<file path="config.mk">
export PLATFORM = sky130hd
export DESIGN_NAME = number_to_ascii_formatter_flat
export DESIGN_NICKNAME = d
export VERILOG_FILES = /design/src/n2a_pkg.sv /design/src/n2a_if.sv /design/src/number_to_ascii_formatter.sv /design/src/n2a_dabble.sv /design/src/flat_wrapper.sv
export SDC_FILE = /design/constraint.sdc
export NUM_CORES = 1
export LEC_CHECK = 0
export ABC_AREA = 1
export BUFFER_PORTS_ARGS = -buffer_cell sky130_fd_sc_hd__buf_2
export CAP_MARGIN = 25
export CELL_PAD_IN_SITES_DETAIL_PLACEMENT = 1
export CELL_PAD_IN_SITES_GLOBAL_PLACEMENT = 2
export CORE_ASPECT_RATIO = 0.9
export CORE_UTILIZATION = 38
export DETAILED_ROUTE_END_ITERATION = 6
export PLACE_DENSITY = 0.84
export SYNTH_ARGS = -nofsm -noshare
export SYNTH_HDL_FRONTEND = slang
export SYNTH_HIERARCHICAL = 1
export SYNTH_SLANG_ARGS = --single-unit
</file>
<file path="constraint.sdc">
create_clock -name i_clk -period 7 [get_ports i_clk]
set_clock_uncertainty 0.05 [all_clocks]
set_input_delay 1.4 -clock i_clk [delete_from_list [all_inputs] [get_ports i_clk]]
set_output_delay 1.4 -clock i_clk [all_outputs]
set_load 0.05 [all_outputs]
</file>
<file path="src/n2a_pkg.sv">
`timescale 1ns / 1ps

package n2a_pkg;

    // Format request codes
    localparam logic [1:0] REQ_DEC = 2'd0;
    localparam logic [1:0] REQ_HEX = 2'd1;
    localparam logic [1:0] REQ_FIX = 2'd2;

    // Payload widths
    localparam int unsigned IN_BITS   = 32;
    localparam int unsigned CHAR_BITS = 7;

    // Largest value shown in the fixed 999.9 format
    localparam logic [IN_BITS-1:0] FIX_LIMIT = 32'd9999;

    // Character codes
    localparam logic [CHAR_BITS-1:0] CH_ZERO  = 7'h30;
    localparam logic [CHAR_BITS-1:0] CH_UA    = 7'h41;
    localparam logic [CHAR_BITS-1:0] CH_STAR  = 7'h2A;
    localparam logic [CHAR_BITS-1:0] CH_DOT   = 7'h2E;
    localparam logic [CHAR_BITS-1:0] CH_SPACE = 7'h20;

    // One digit (0..15) to its ASCII character, uppercase for A..F
    function automatic logic [CHAR_BITS-1:0] f_digit_char(input logic [3:0] d);
        logic [CHAR_BITS-1:0] c;
        if (d < 4'd10) begin
            c = CH_ZERO + {3'b000, d};
        end else begin
            c = CH_UA + {3'b000, d - 4'd10};
        end
        return c;
    endfunction

endpackage

</file>
<file path="src/n2a_if.sv">
`timescale 1ns / 1ps

// Conversion request channel
interface n2a_in_if;
    logic        valid;
    logic        ready;
    logic [1:0]  req_type;
    logic [31:0] value;

    modport source (output valid, output req_type, output value, input ready);
    modport sink   (input valid, input req_type, input value, output ready);
endinterface

// Character channel
interface n2a_out_if;
    logic       valid;
    logic       ready;
    logic [6:0] char_code;
    logic       last_char;

    modport source (output valid, output char_code, output last_char, input ready);
    modport sink   (input valid, input char_code, input last_char, output ready);
endinterface

</file>
<file path="src/number_to_ascii_formatter.sv">
`timescale 1ns / 1ps

// Converts an unsigned value to ASCII, most significant character first, with
// last_char set on the final character of each run. req_type 0 gives decimal
// without leading zeros, 1 uppercase hex without leading zeros, 2 the fixed
// 999.9 format (value read as tenths, trailing space, "***.* " above 9999);
// code 3 is accepted and yields nothing. One request is handled at a time.
// Decimal and fixed requests wait on a bit-serial BCD converter that takes one
// input bit per cycle; leading zeros are then dropped and the characters sent.
// Hex requests and overflowing fixed requests skip the converter. The next
// request is taken once the last character sits in the output register.
module number_to_ascii_formatter
    import n2a_pkg::*;
#(
    parameter int unsigned VALUE_BITS = 32
) (
    input  logic      i_clk,
    input  logic      i_rst_n,
    n2a_in_if.sink    i_in,
    n2a_out_if.source o_out
);

    localparam int unsigned EW   = (VALUE_BITS > IN_BITS) ? IN_BITS : VALUE_BITS;
    localparam int unsigned ND   = ((EW * 1233) >> 12) + 1;
    localparam int unsigned NDIG = (ND < 4) ? 4 : ND;
    localparam int unsigned NH   = (EW + 3) / 4;
    localparam int unsigned PW   = $clog2(NDIG);
    localparam logic [IN_BITS-1:0] VMASK = 32'hFFFF_FFFF >> (IN_BITS - EW);

    typedef enum logic [2:0] {
        S_IDLE,
        S_CONV,
        S_SKIP,
        S_DIGIT,
        S_DOT,
        S_FRAC,
        S_SPACE
    } t_state;

    t_state              r_state, n_state;
    logic [4*NDIG-1:0]   r_val, n_val;
    logic [PW-1:0]       r_pos, n_pos;
    logic                r_hex, n_hex;
    logic                r_fix, n_fix;
    logic                r_ovf, n_ovf;
    logic                r_ovalid, n_ovalid;
    logic [CHAR_BITS-1:0] r_char, n_char;
    logic                r_last, n_last;

    logic [IN_BITS-1:0]  vm;
    logic                dab_start;
    logic                dab_busy;
    logic [4*NDIG-1:0]   bcd;
    logic [3:0]          digit;
    logic [PW-1:0]       pos_min;
    logic                out_free;
    logic                in_take;

    n2a_dabble #(
        .W    (EW),
        .NDIG (NDIG)
    ) u_dabble (
        .i_clk   (i_clk),
        .i_rst_n (i_rst_n),
        .i_start (dab_start),
        .i_value (vm[EW-1:0]),
        .o_busy  (dab_busy),
        .o_bcd   (bcd)
    );

    assign vm       = i_in.value & VMASK;
    assign in_take  = i_in.valid && (r_state == S_IDLE);
    assign out_free = !r_ovalid || o_out.ready;
    assign digit    = r_hex ? r_val[4*r_pos +: 4] : bcd[4*r_pos +: 4];
    assign pos_min  = r_fix ? PW'(1) : '0;

    // Sequencer and output register
    always_comb begin
        n_state   = r_state;
        n_val     = r_val;
        n_pos     = r_pos;
        n_hex     = r_hex;
        n_fix     = r_fix;
        n_ovf     = r_ovf;
        n_ovalid  = r_ovalid && !o_out.ready;
        n_char    = r_char;
        n_last    = r_last;
        dab_start = 1'b0;

        unique case (r_state)
            S_IDLE: begin
                if (in_take) begin
                    n_val = {{(4*NDIG-EW){1'b0}}, vm[EW-1:0]};
                    n_hex = 1'b0;
                    n_fix = 1'b0;
                    n_ovf = 1'b0;
                    unique case (i_in.req_type)
                        REQ_DEC: begin
                            dab_start = 1'b1;
                            n_pos     = PW'(ND - 1);
                            n_state   = S_CONV;
                        end
                        REQ_HEX: begin
                            n_hex   = 1'b1;
                            n_pos   = PW'(NH - 1);
                            n_state = S_SKIP;
                        end
                        REQ_FIX: begin
                            n_fix = 1'b1;
                            n_pos = PW'(3);
                            if (vm > FIX_LIMIT) begin
                                n_ovf   = 1'b1;
                                n_state = S_DIGIT;
                            end else begin
                                dab_start = 1'b1;
                                n_state   = S_CONV;
                            end
                        end
                        default: begin
                            n_state = S_IDLE;
                        end
                    endcase
                end
            end
            S_CONV: begin
                if (!dab_busy) begin
                    n_state = S_SKIP;
                end
            end
            // drop leading zeros, one digit a cycle
            S_SKIP: begin
                if (r_pos > pos_min && digit == 4'd0) begin
                    n_pos = r_pos - 1'b1;
                end else begin
                    n_state = S_DIGIT;
                end
            end
            S_DIGIT: begin
                if (out_free) begin
                    n_ovalid = 1'b1;
                    n_char   = r_ovf ? CH_STAR : f_digit_char(digit);
                    n_last   = !r_fix && (r_pos == '0);
                    if (r_pos == pos_min) begin
                        n_state = r_fix ? S_DOT : S_IDLE;
                    end else begin
                        n_pos = r_pos - 1'b1;
                    end
                end
            end
            S_DOT: begin
                if (out_free) begin
                    n_ovalid = 1'b1;
                    n_char   = CH_DOT;
                    n_last   = 1'b0;
                    n_state  = S_FRAC;
                end
            end
            // tenths digit
            S_FRAC: begin
                if (out_free) begin
                    n_ovalid = 1'b1;
                    n_char   = r_ovf ? CH_STAR : f_digit_char(bcd[3:0]);
                    n_last   = 1'b0;
                    n_state  = S_SPACE;
                end
            end
            S_SPACE: begin
                if (out_free) begin
                    n_ovalid = 1'b1;
                    n_char   = CH_SPACE;
                    n_last   = 1'b1;
                    n_state  = S_IDLE;
                end
            end
            default: begin
                n_state = S_IDLE;
            end
        endcase
    end

    always_ff @(posedge i_clk) begin
        if (!i_rst_n) begin
            r_state  <= S_IDLE;
            r_ovalid <= 1'b0;
        end else begin
            r_state  <= n_state;
            r_ovalid <= n_ovalid;
        end
        r_val  <= n_val;
        r_pos  <= n_pos;
        r_hex  <= n_hex;
        r_fix  <= n_fix;
        r_ovf  <= n_ovf;
        r_char <= n_char;
        r_last <= n_last;
    end

    assign i_in.ready      = (r_state == S_IDLE);
    assign o_out.valid     = r_ovalid;
    assign o_out.char_code = r_char;
    assign o_out.last_char = r_last;

endmodule

</file>
<file path="src/n2a_dabble.sv">
`timescale 1ns / 1ps

// Bit-serial binary to BCD converter (shift and add-3), one input bit per cycle
module n2a_dabble #(
    parameter int unsigned W    = 32,
    parameter int unsigned NDIG = 10
) (
    input  logic              i_clk,
    input  logic              i_rst_n,
    input  logic              i_start,
    input  logic [W-1:0]      i_value,
    output logic              o_busy,
    output logic [4*NDIG-1:0] o_bcd
);

    localparam int unsigned CW = $clog2(W + 1);

    logic [W-1:0]      r_shift, n_shift;
    logic [4*NDIG-1:0] r_bcd, n_bcd;
    logic [4*NDIG-1:0] adj;
    logic [CW-1:0]     r_cnt, n_cnt;

    // Add 3 to every digit that is 5 or more before the shift
    always_comb begin
        for (int k = 0; k < NDIG; k++) begin
            if (r_bcd[4*k +: 4] >= 4'd5) begin
                adj[4*k +: 4] = r_bcd[4*k +: 4] + 4'd3;
            end else begin
                adj[4*k +: 4] = r_bcd[4*k +: 4];
            end
        end
    end

    // Step control
    always_comb begin
        n_shift = r_shift;
        n_bcd   = r_bcd;
        n_cnt   = r_cnt;
        if (i_start) begin
            n_shift = i_value;
            n_bcd   = '0;
            n_cnt   = CW'(W);
        end else if (r_cnt != '0) begin
            n_bcd   = {adj[4*NDIG-2:0], r_shift[W-1]};
            n_shift = {r_shift[W-2:0], 1'b0};
            n_cnt   = r_cnt - 1'b1;
        end
    end

    always_ff @(posedge i_clk) begin
        if (!i_rst_n) begin
            r_cnt <= '0;
        end else begin
            r_cnt <= n_cnt;
        end
        r_shift <= n_shift;
        r_bcd   <= n_bcd;
    end

    assign o_busy = (r_cnt != '0);
    assign o_bcd  = r_bcd;

endmodule

</file>
<file path="src/flat_wrapper.sv">
// flat-port wrapper written by rule: the top's interface ports become plain ports
module number_to_ascii_formatter_flat import n2a_pkg::*;
#(
    parameter int unsigned VALUE_BITS = 32
)
  (i_clk, i_rst_n, i_in_valid, i_in_req_type, i_in_value, i_in_ready, o_out_valid, o_out_char_code, o_out_last_char, o_out_ready);
  n2a_in_if i_in_i ();
  n2a_out_if o_out_i ();
  input  logic i_clk;
  input  logic i_rst_n;
  input wire logic [$bits(i_in_i.valid)-1:0] i_in_valid;
  input wire logic [$bits(i_in_i.req_type)-1:0] i_in_req_type;
  input wire logic [$bits(i_in_i.value)-1:0] i_in_value;
  output wire logic [$bits(i_in_i.ready)-1:0] i_in_ready;
  output wire logic [$bits(o_out_i.valid)-1:0] o_out_valid;
  output wire logic [$bits(o_out_i.char_code)-1:0] o_out_char_code;
  output wire logic [$bits(o_out_i.last_char)-1:0] o_out_last_char;
  input wire logic [$bits(o_out_i.ready)-1:0] o_out_ready;
  assign i_in_i.valid = i_in_valid;
  assign i_in_i.req_type = i_in_req_type;
  assign i_in_i.value = i_in_value;
  assign i_in_ready = i_in_i.ready;
  assign o_out_valid = o_out_i.valid;
  assign o_out_char_code = o_out_i.char_code;
  assign o_out_last_char = o_out_i.last_char;
  assign o_out_i.ready = o_out_ready;
  number_to_ascii_formatter #(.VALUE_BITS(VALUE_BITS)) u_core (.i_clk(i_clk), .i_rst_n(i_rst_n), .i_in(i_in_i), .o_out(o_out_i));
endmodule
</file>
# After elaboration in Yosys (flattened, before gate mapping)
# Cells that the tools add are included.
totals:
  wordCells: 150
  ff_bits: 129
  in_bits: 38
  out_inout_bits: 10
op_classes:
  eq_ne: 21
  n_shift: 2
  bitwise_logic: 1
  mux: 56
  n_addsub: 18
  n_lt_le_gt_ge: 14
  n_reduce_logical: 25
ops:
  columns: ["cell", "n"]
  rows:
  - ["variable part select 40 x 7 -> 4 bit", 2]
  - ["2-to-1 mux 32 bit", 2]
  - ["2-to-1 mux 4 bit", 14]
  - ["2-to-1 mux 7 bit", 8]
  - [">= comparator 4 x 3 -> 1 bit (second input constant)", 10]
  - ["adder 4 x 2 -> 4 bit (second input constant)", 9]
  - ["> comparator 32 x 14 -> 1 bit (second input constant)", 1]
  - ["2-to-1 mux 3 bit", 10]
  - ["case mux 7 bit (4 select lines)", 1]
  - ["case mux 4 bit (3 select lines)", 2]
  - ["case mux 3 bit (7 select lines)", 1]
  - ["inequality test 2 x 1 -> 1 bit (second input constant)", 8]
  - ["adder 6 x 4 -> 7 bit (first input constant)", 2]
  - ["adder 7 x 4 -> 7 bit (first input constant)", 2]
  - ["2-to-1 mux 1 bit", 12]
  - ["2-to-1 mux 6 bit", 2]
  - ["== test 3 bit (second input constant)", 3]
  - ["case mux 3 bit (3 select lines)", 1]
  - ["logical NOT 4 bit", 2]
  - ["< comparator 4 bit (second input constant)", 2]
  - ["AND reduction 8 bit", 1]
  - ["subtractor 4 bit (second input constant)", 2]
  - ["== test 3 x 2 -> 1 bit (second input constant)", 2]
  - ["inequality test 2 bit (second input constant)", 3]
  - ["28 further kinds", 35]

# Longest topological paths before layout
logic_depth:
  word_depth: 8
  mapped_depth: 20
  ltp_nobuf: 18

# Cells and area by module
# The synthesis kept the hierarchy.
modules_own_cells:
  columns: ["mod", "area_per_inst_um2", "cells_each", "seq_area_each_um2", "instances"]
  rows:
  - ["n2a_dabble", 4259.1, 606, 1881.8, 1]
  - ["number_to_ascii_formatter", 3288.2, 419, 1491.4, 1]

# Worst setup path before layout
# No wires, ideal clock.
synth_path:
  path_kind: "input to register"
  startpoint: "input i_in_value[26]"
  endpoint: "register u_core.u_dabble.r_shift[0], enable pin"
  cell_stages: 8
  setup_slack_ns: 3.558
  n_path_buf: 1
  arrival_time_ns: 3.006
  cell_sequence: "nor2_1 > nand3_1 > nor3_1 > a21oi_1 > nor4_1 > buf_2 > nor2_1 > inv_1"
synth_via:
  elab_chain_cells: 6
synth_lines:
  columns: ["element", "line", "source"]
  rows:
  - ["start, declared", "flat_wrapper.sv:13", "input wire logic [$bits(i_in_i.value)-1:0] i_in_value;"]
  - ["> comparator 32 x 14 -> 1 bit", "number_to_ascii_formatter.sv:111", "if (vm > FIX_LIMIT) begin"]
  - ["2-to-1 mux 1 bit", "number_to_ascii_formatter.sv:111", null]
  - ["case mux 1 bit (2 select lines)", "number_to_ascii_formatter.sv:97", "unique case (i_in.req_type)"]
  - ["2-to-1 mux 1 bit", "number_to_ascii_formatter.sv:92", "if (in_take) begin"]
  - ["2-to-1 mux 1 bit", "number_to_ascii_formatter.sv:90", "unique case (r_state)"]
  - ["named net u_core.dab_start", "number_to_ascii_formatter.sv:51", "logic dab_start;"]
  - ["nonzero test 2 bit (no line)", null, null]
  - ["end signal, assigned", "n2a_dabble.sv:56", "r_shift <= n_shift;"]
  - ["end, declared", "n2a_dabble.sv:18", "logic [W-1:0] r_shift, n_shift;"]
# The timed path passes the listed nets, and every way through them passes these cells.
# A chain may end at the register's enable or synchronous reset.

# Worst setup path after layout
layout_path:
  startpoint: "input i_in_value[23]"
  endpoint: "register u_core.u_dabble.r_shift[22], enable pin"
# The elaborated chain is that of the path after synthesis.

==> impl_summary.md <==
Outcome
The run finished with clean final reports.

Clock network
The TritonCTS clock tree is done. The number of buffers on the longest clock path is 2. In this run the number of H-tree levels came out at 4. The clock-pin slew on the worst setup and hold paths is 0.06 ns. The latest clock arrival within the worst-skew pair is 0.43 ns. The clock root buffer master is sky130_fd_sc_hd__clkbuf_16. Clock tree synthesis inserted a total of 17 buffers.

The post-CTS setup-driven buffer insertion count is 0. The count of clock tree sinks is 129. The post-cts resize count is 0.

The total of hold buffers inserted after clock tree synthesis is 0.

Drt
The post-route DRC violation count is 0. The number of search-and-repair iterations in the first detailed-routing pass is 4. The post-detailed-route wirelength per cell is 15.3 um. Dividing the detail-routed via count by the number of cells gives 4.90.

The violation count after the first detailed-routing iteration is 288. The detail route stage leaves a number of antenna-violating nets equal to 0. The total routed wirelength is 20,300 um. Across all layers, the routed design uses 6,507 vias.

Worst setup path
The source of the worst register-to-register timing path is u_core/r_hex. At the worst endpoint, the required time is 7.02 ns. The top cell family by delay on the critical path is buffers and inverters. The standard cell with the maximum stage delay on the critical path is sky130_fd_sc_hd__buf_4. The highest net fanout along the worst path is 73. The largest stage delay on the critical path is 0.70 ns. The worst setup path is captured at a register. Together, buffers and inverters on the worst path number 4. The start-to-end type of the worst setup path is primary input to register. The critical path goes through buf_2 -> nor2_1 -> nand4_1 -> nor3_1 -> a21oi_1 -> nor4_2 -> buf_4 -> nor2_1 -> inv_1 -> buf_4. STA classifies the critical path startpoint as a primary input.

STA puts the critical path data arrival time at 3.99 ns. The worst register-to-register path has a setup slack of 3.65 ns. The start point of the critical path is i_in_value[23].

Finish
The number of diodes is 0. After the flow finishes, the layout carries non-filler instances totaling 1,328. The number of nets in the final layout is 1,136. In the layout the commonest cells are sky130_fd_sc_hd__nand2_1, sky130_fd_sc_hd__inv_1, sky130_fd_sc_hd__nor2_1. The most frequent standard cell in the layout excluding fill and tap cells is sky130_fd_sc_hd__nand2_1. Of the cells placed in the final design, the portion with a size suffix greater than 1 is 0.112.

The fill cell instance count of the final layout is 2,446. The multi-input gate area in the final layout is 3410 um2. Compared with the post-synthesis result, the final layout area differs by 13.0%. The register area is 3370 um2.

After routing the design area is 8530 um2.

STA
On the final layout, the worst hold slack is 0.453 ns. Setup repair after global routing left no endpoint under its margin. The final critical delay including setup and external delays is 3.97 ns.

The max-slew headroom at the worst pin is 0.431. The count of final hold-check violations is 0. For the pin with the worst max-slew slack, the measured transition is 0.853 ns.

The final clock period utilization by the worst path is 0.566. The total negative setup slack is 0 ns. Setup violations remaining at the end of the flow were counted as 0. Based on the critical path, the design can be clocked at up to 252 MHz. The final number of max-transition violations came to 0.

Synth
In this run, synthesis produced a sequential element count of 129. The number of instances in the synthesized netlist is 1,025. Of the post-synthesis cell area, the part taken by muxes is 0.00133. Of the total synthesized cell area, the portion taken by full adders, half adders and majority gates is 0.0547. In this run the cell area of the synthesized design comes to 7550 um2. Of the total synthesized cell area, the portion taken by XOR and XNOR cells is 0.00580. Of the total synthesized cell area, the portion taken by AND, OR, NAND and NOR gates is 0.333.

The net count after synthesis is 1,096. Counting flops with a built-in enable in the synthesized netlist gives 79. Yosys printed 6 warnings. The sequential cell area fraction in the yosys report is 0.447.

In the synthesized netlist the dominant register cell turns out to be sky130_fd_sc_hd__edfxtp_1. The combinational family with the most area after synthesis is simple AND/OR/NAND/NOR gates. For this run, asynchronously set or reset flops after synthesis account for 0. Averaged over all synthesized cells, the footprint is 7.36 um2. The fraction of the mapped netlist area in compound gates is 0.0560. The count of cell types in the netlist is 40.

Floorplan
Row generation in the floorplan step produced 48 rows. The core area is 19,300 um2. The floorplan step defined a die boundary enclosing 20,400 um2. The top-level port count is 48. The vertical extent of the die is 136 um. The overall die width is 151 um. The starting density of the core is 0.390.

Placement
In this run, placement finished with an instance count of 1,295. Once placement finished, the instance area stood at 7930 um2. The congestion estimate from routability-driven global placement came to 0.791. The placed wire-length estimate after detailed placement is 14,500 um. In this run the tool buffered the top-level ports with 47 buffer cells.

Power
The static leakage is 4.21 nW. The total power is 4.40 mW. The highest ir drop seen on vdd is 0.242 mV. In this run the power density over the cells is 515 nW/um2.

GRT
The first global-routing pass estimated 33,500 um of wire. The number of global-route vias before repair came to 6,505. Entering global routing, the biggest net connects 83 pins.

The combined global-route utilization of all metal layers is 0.213. The global-route congestion overflow total is 0. The number of antenna violations at the first check in global routing is 0.

Hold path
The min-delay analysis places its worst path in the category register to register. The hold path startpoint is u_core/u_dabble/r_cnt[0].

Job
Max-cap violations in this run came to 0.
## final cells by class
class,instances,area share
inverters,145,0.0641
repair buffers,54,0.0361
flip-flops and latches,129,0.396
multi-input cells,718,0.400
clock inverters,14,0.0167
well taps,250,0.0367
clock buffers,18,0.0503
## flip-flops by register name (all words and copies together) (netlist names)
signal,count
u_core/o_out.last_char,1
u_core/u_dabble/o_bcd,40
u_core/o_out.char_code,7
u_core/r_state,3
u_core/u_dabble/r_shift,32
u_core/r_ovf,1
u_core/r_hex,1
u_core/r_val,32
u_core/r_fix,1
u_core/o_out.valid,1
u_core/u_dabble/r_cnt,6
u_core/r_pos,4
## worst reg2reg max path, stage by stage, from the launching register on
cell and delay, ns:
sky130_fd_sc_hd__edfxtp_1 0.36, sky130_fd_sc_hd__buf_4 0.25, sky130_fd_sc_hd__inv_4 0.31, sky130_fd_sc_hd__a21oi_1 0.18
sky130_fd_sc_hd__o21ai_1 0.11, sky130_fd_sc_hd__nand2_1 0.06, sky130_fd_sc_hd__nand2_1 0.05, sky130_fd_sc_hd__nand2_1 0.05
sky130_fd_sc_hd__inv_1 0.04, sky130_fd_sc_hd__nand2_1 0.08, sky130_fd_sc_hd__nand2_1 0.11, sky130_fd_sc_hd__nand2_1 0.12
sky130_fd_sc_hd__inv_2 0.08, sky130_fd_sc_hd__ha_1 0.14, sky130_fd_sc_hd__nand3_1 0.07, sky130_fd_sc_hd__nor2_1 0.18
sky130_fd_sc_hd__nand2_1 0.08, sky130_fd_sc_hd__a211oi_1 0.64
## logic make-up after synthesis
family,Yosys count
AND/OR/NAND/NOR,605
buffers and inverters,178
flip-flops,129
AO/OA/AOI/OAI,74
adder cells (fa/ha/maj),33
XOR/XNOR,5
multiplexers,1
## metal layers
layer / vias to the layer above / share of wire / global-route usage
met3: 8 / 0.022 / 0.0340
li1: 3324 / - / -
met1: 3086 / 0.52 / 0.311
met4: 0 / 0.0063 / 0.0595
met2: 89 / 0.45 / 0.323
met5: - / 0 / 0
## where the power goes
part / total (mW) / switching, mW / internal, mW
clock: 0.877 / 0.377 / 0.500
sequential: 1.49 / 0.279 / 1.21
combinational: 2.03 / 1.33 / 0.703
total: 4.40 / 1.98 / 2.41
## stage by stage
step	setup WS, ns	util
detailed placement	2.63	0.410
floorplan	3.56	-
CTS	3.04	0.440
finish	3.03	0.441
global placement	2.66	0.410
global route	2.87	0.441
## worst paths after layout
| kind | depth (start not counted) | to |
|---|---|---|
| setup / recovery | 10 | u_core/u_dabble/r_shift[22] |
| hold / removal | 2 | u_core/u_dabble/r_cnt[0] |
| setup reg to reg | 17 | u_core/r_pos[2] |
| hold reg to reg | 2 | u_core/u_dabble/r_cnt[0] |
## synth_stat cells, types with 4 or more instances
cell type / instances / area share
sky130_fd_sc_hd__o21ai_1: 9 / 0.0060
sky130_fd_sc_hd__dfxtp_1: 50 / 0.13
sky130_fd_sc_hd__edfxtp_1: 79 / 0.31
sky130_fd_sc_hd__inv_1: 139 / 0.069
sky130_fd_sc_hd__clkbuf_1: 7 / 0.0035
sky130_fd_sc_hd__o21ai_0: 27 / 0.018
sky130_fd_sc_hd__nor2_1: 127 / 0.063
sky130_fd_sc_hd__inv_2: 5 / 0.0025
sky130_fd_sc_hd__buf_1: 4 / 0.0020
sky130_fd_sc_hd__buf_6: 10 / 0.015
sky130_fd_sc_hd__nand2_1: 341 / 0.17
sky130_fd_sc_hd__a21oi_1: 26 / 0.017
sky130_fd_sc_hd__buf_2: 9 / 0.0060
sky130_fd_sc_hd__ha_1: 33 / 0.055
sky130_fd_sc_hd__nand3_1: 94 / 0.062
sky130_fd_sc_hd__nand4_1: 13 / 0.011
sky130_fd_sc_hd__xnor2_1: 4 / 0.0046
sky130_fd_sc_hd__or2_2: 12 / 0.0099
sky130_fd_sc_hd__nand2_2: 4 / 0.0033
No activity file was read; power rests on OpenSTA's default activity.
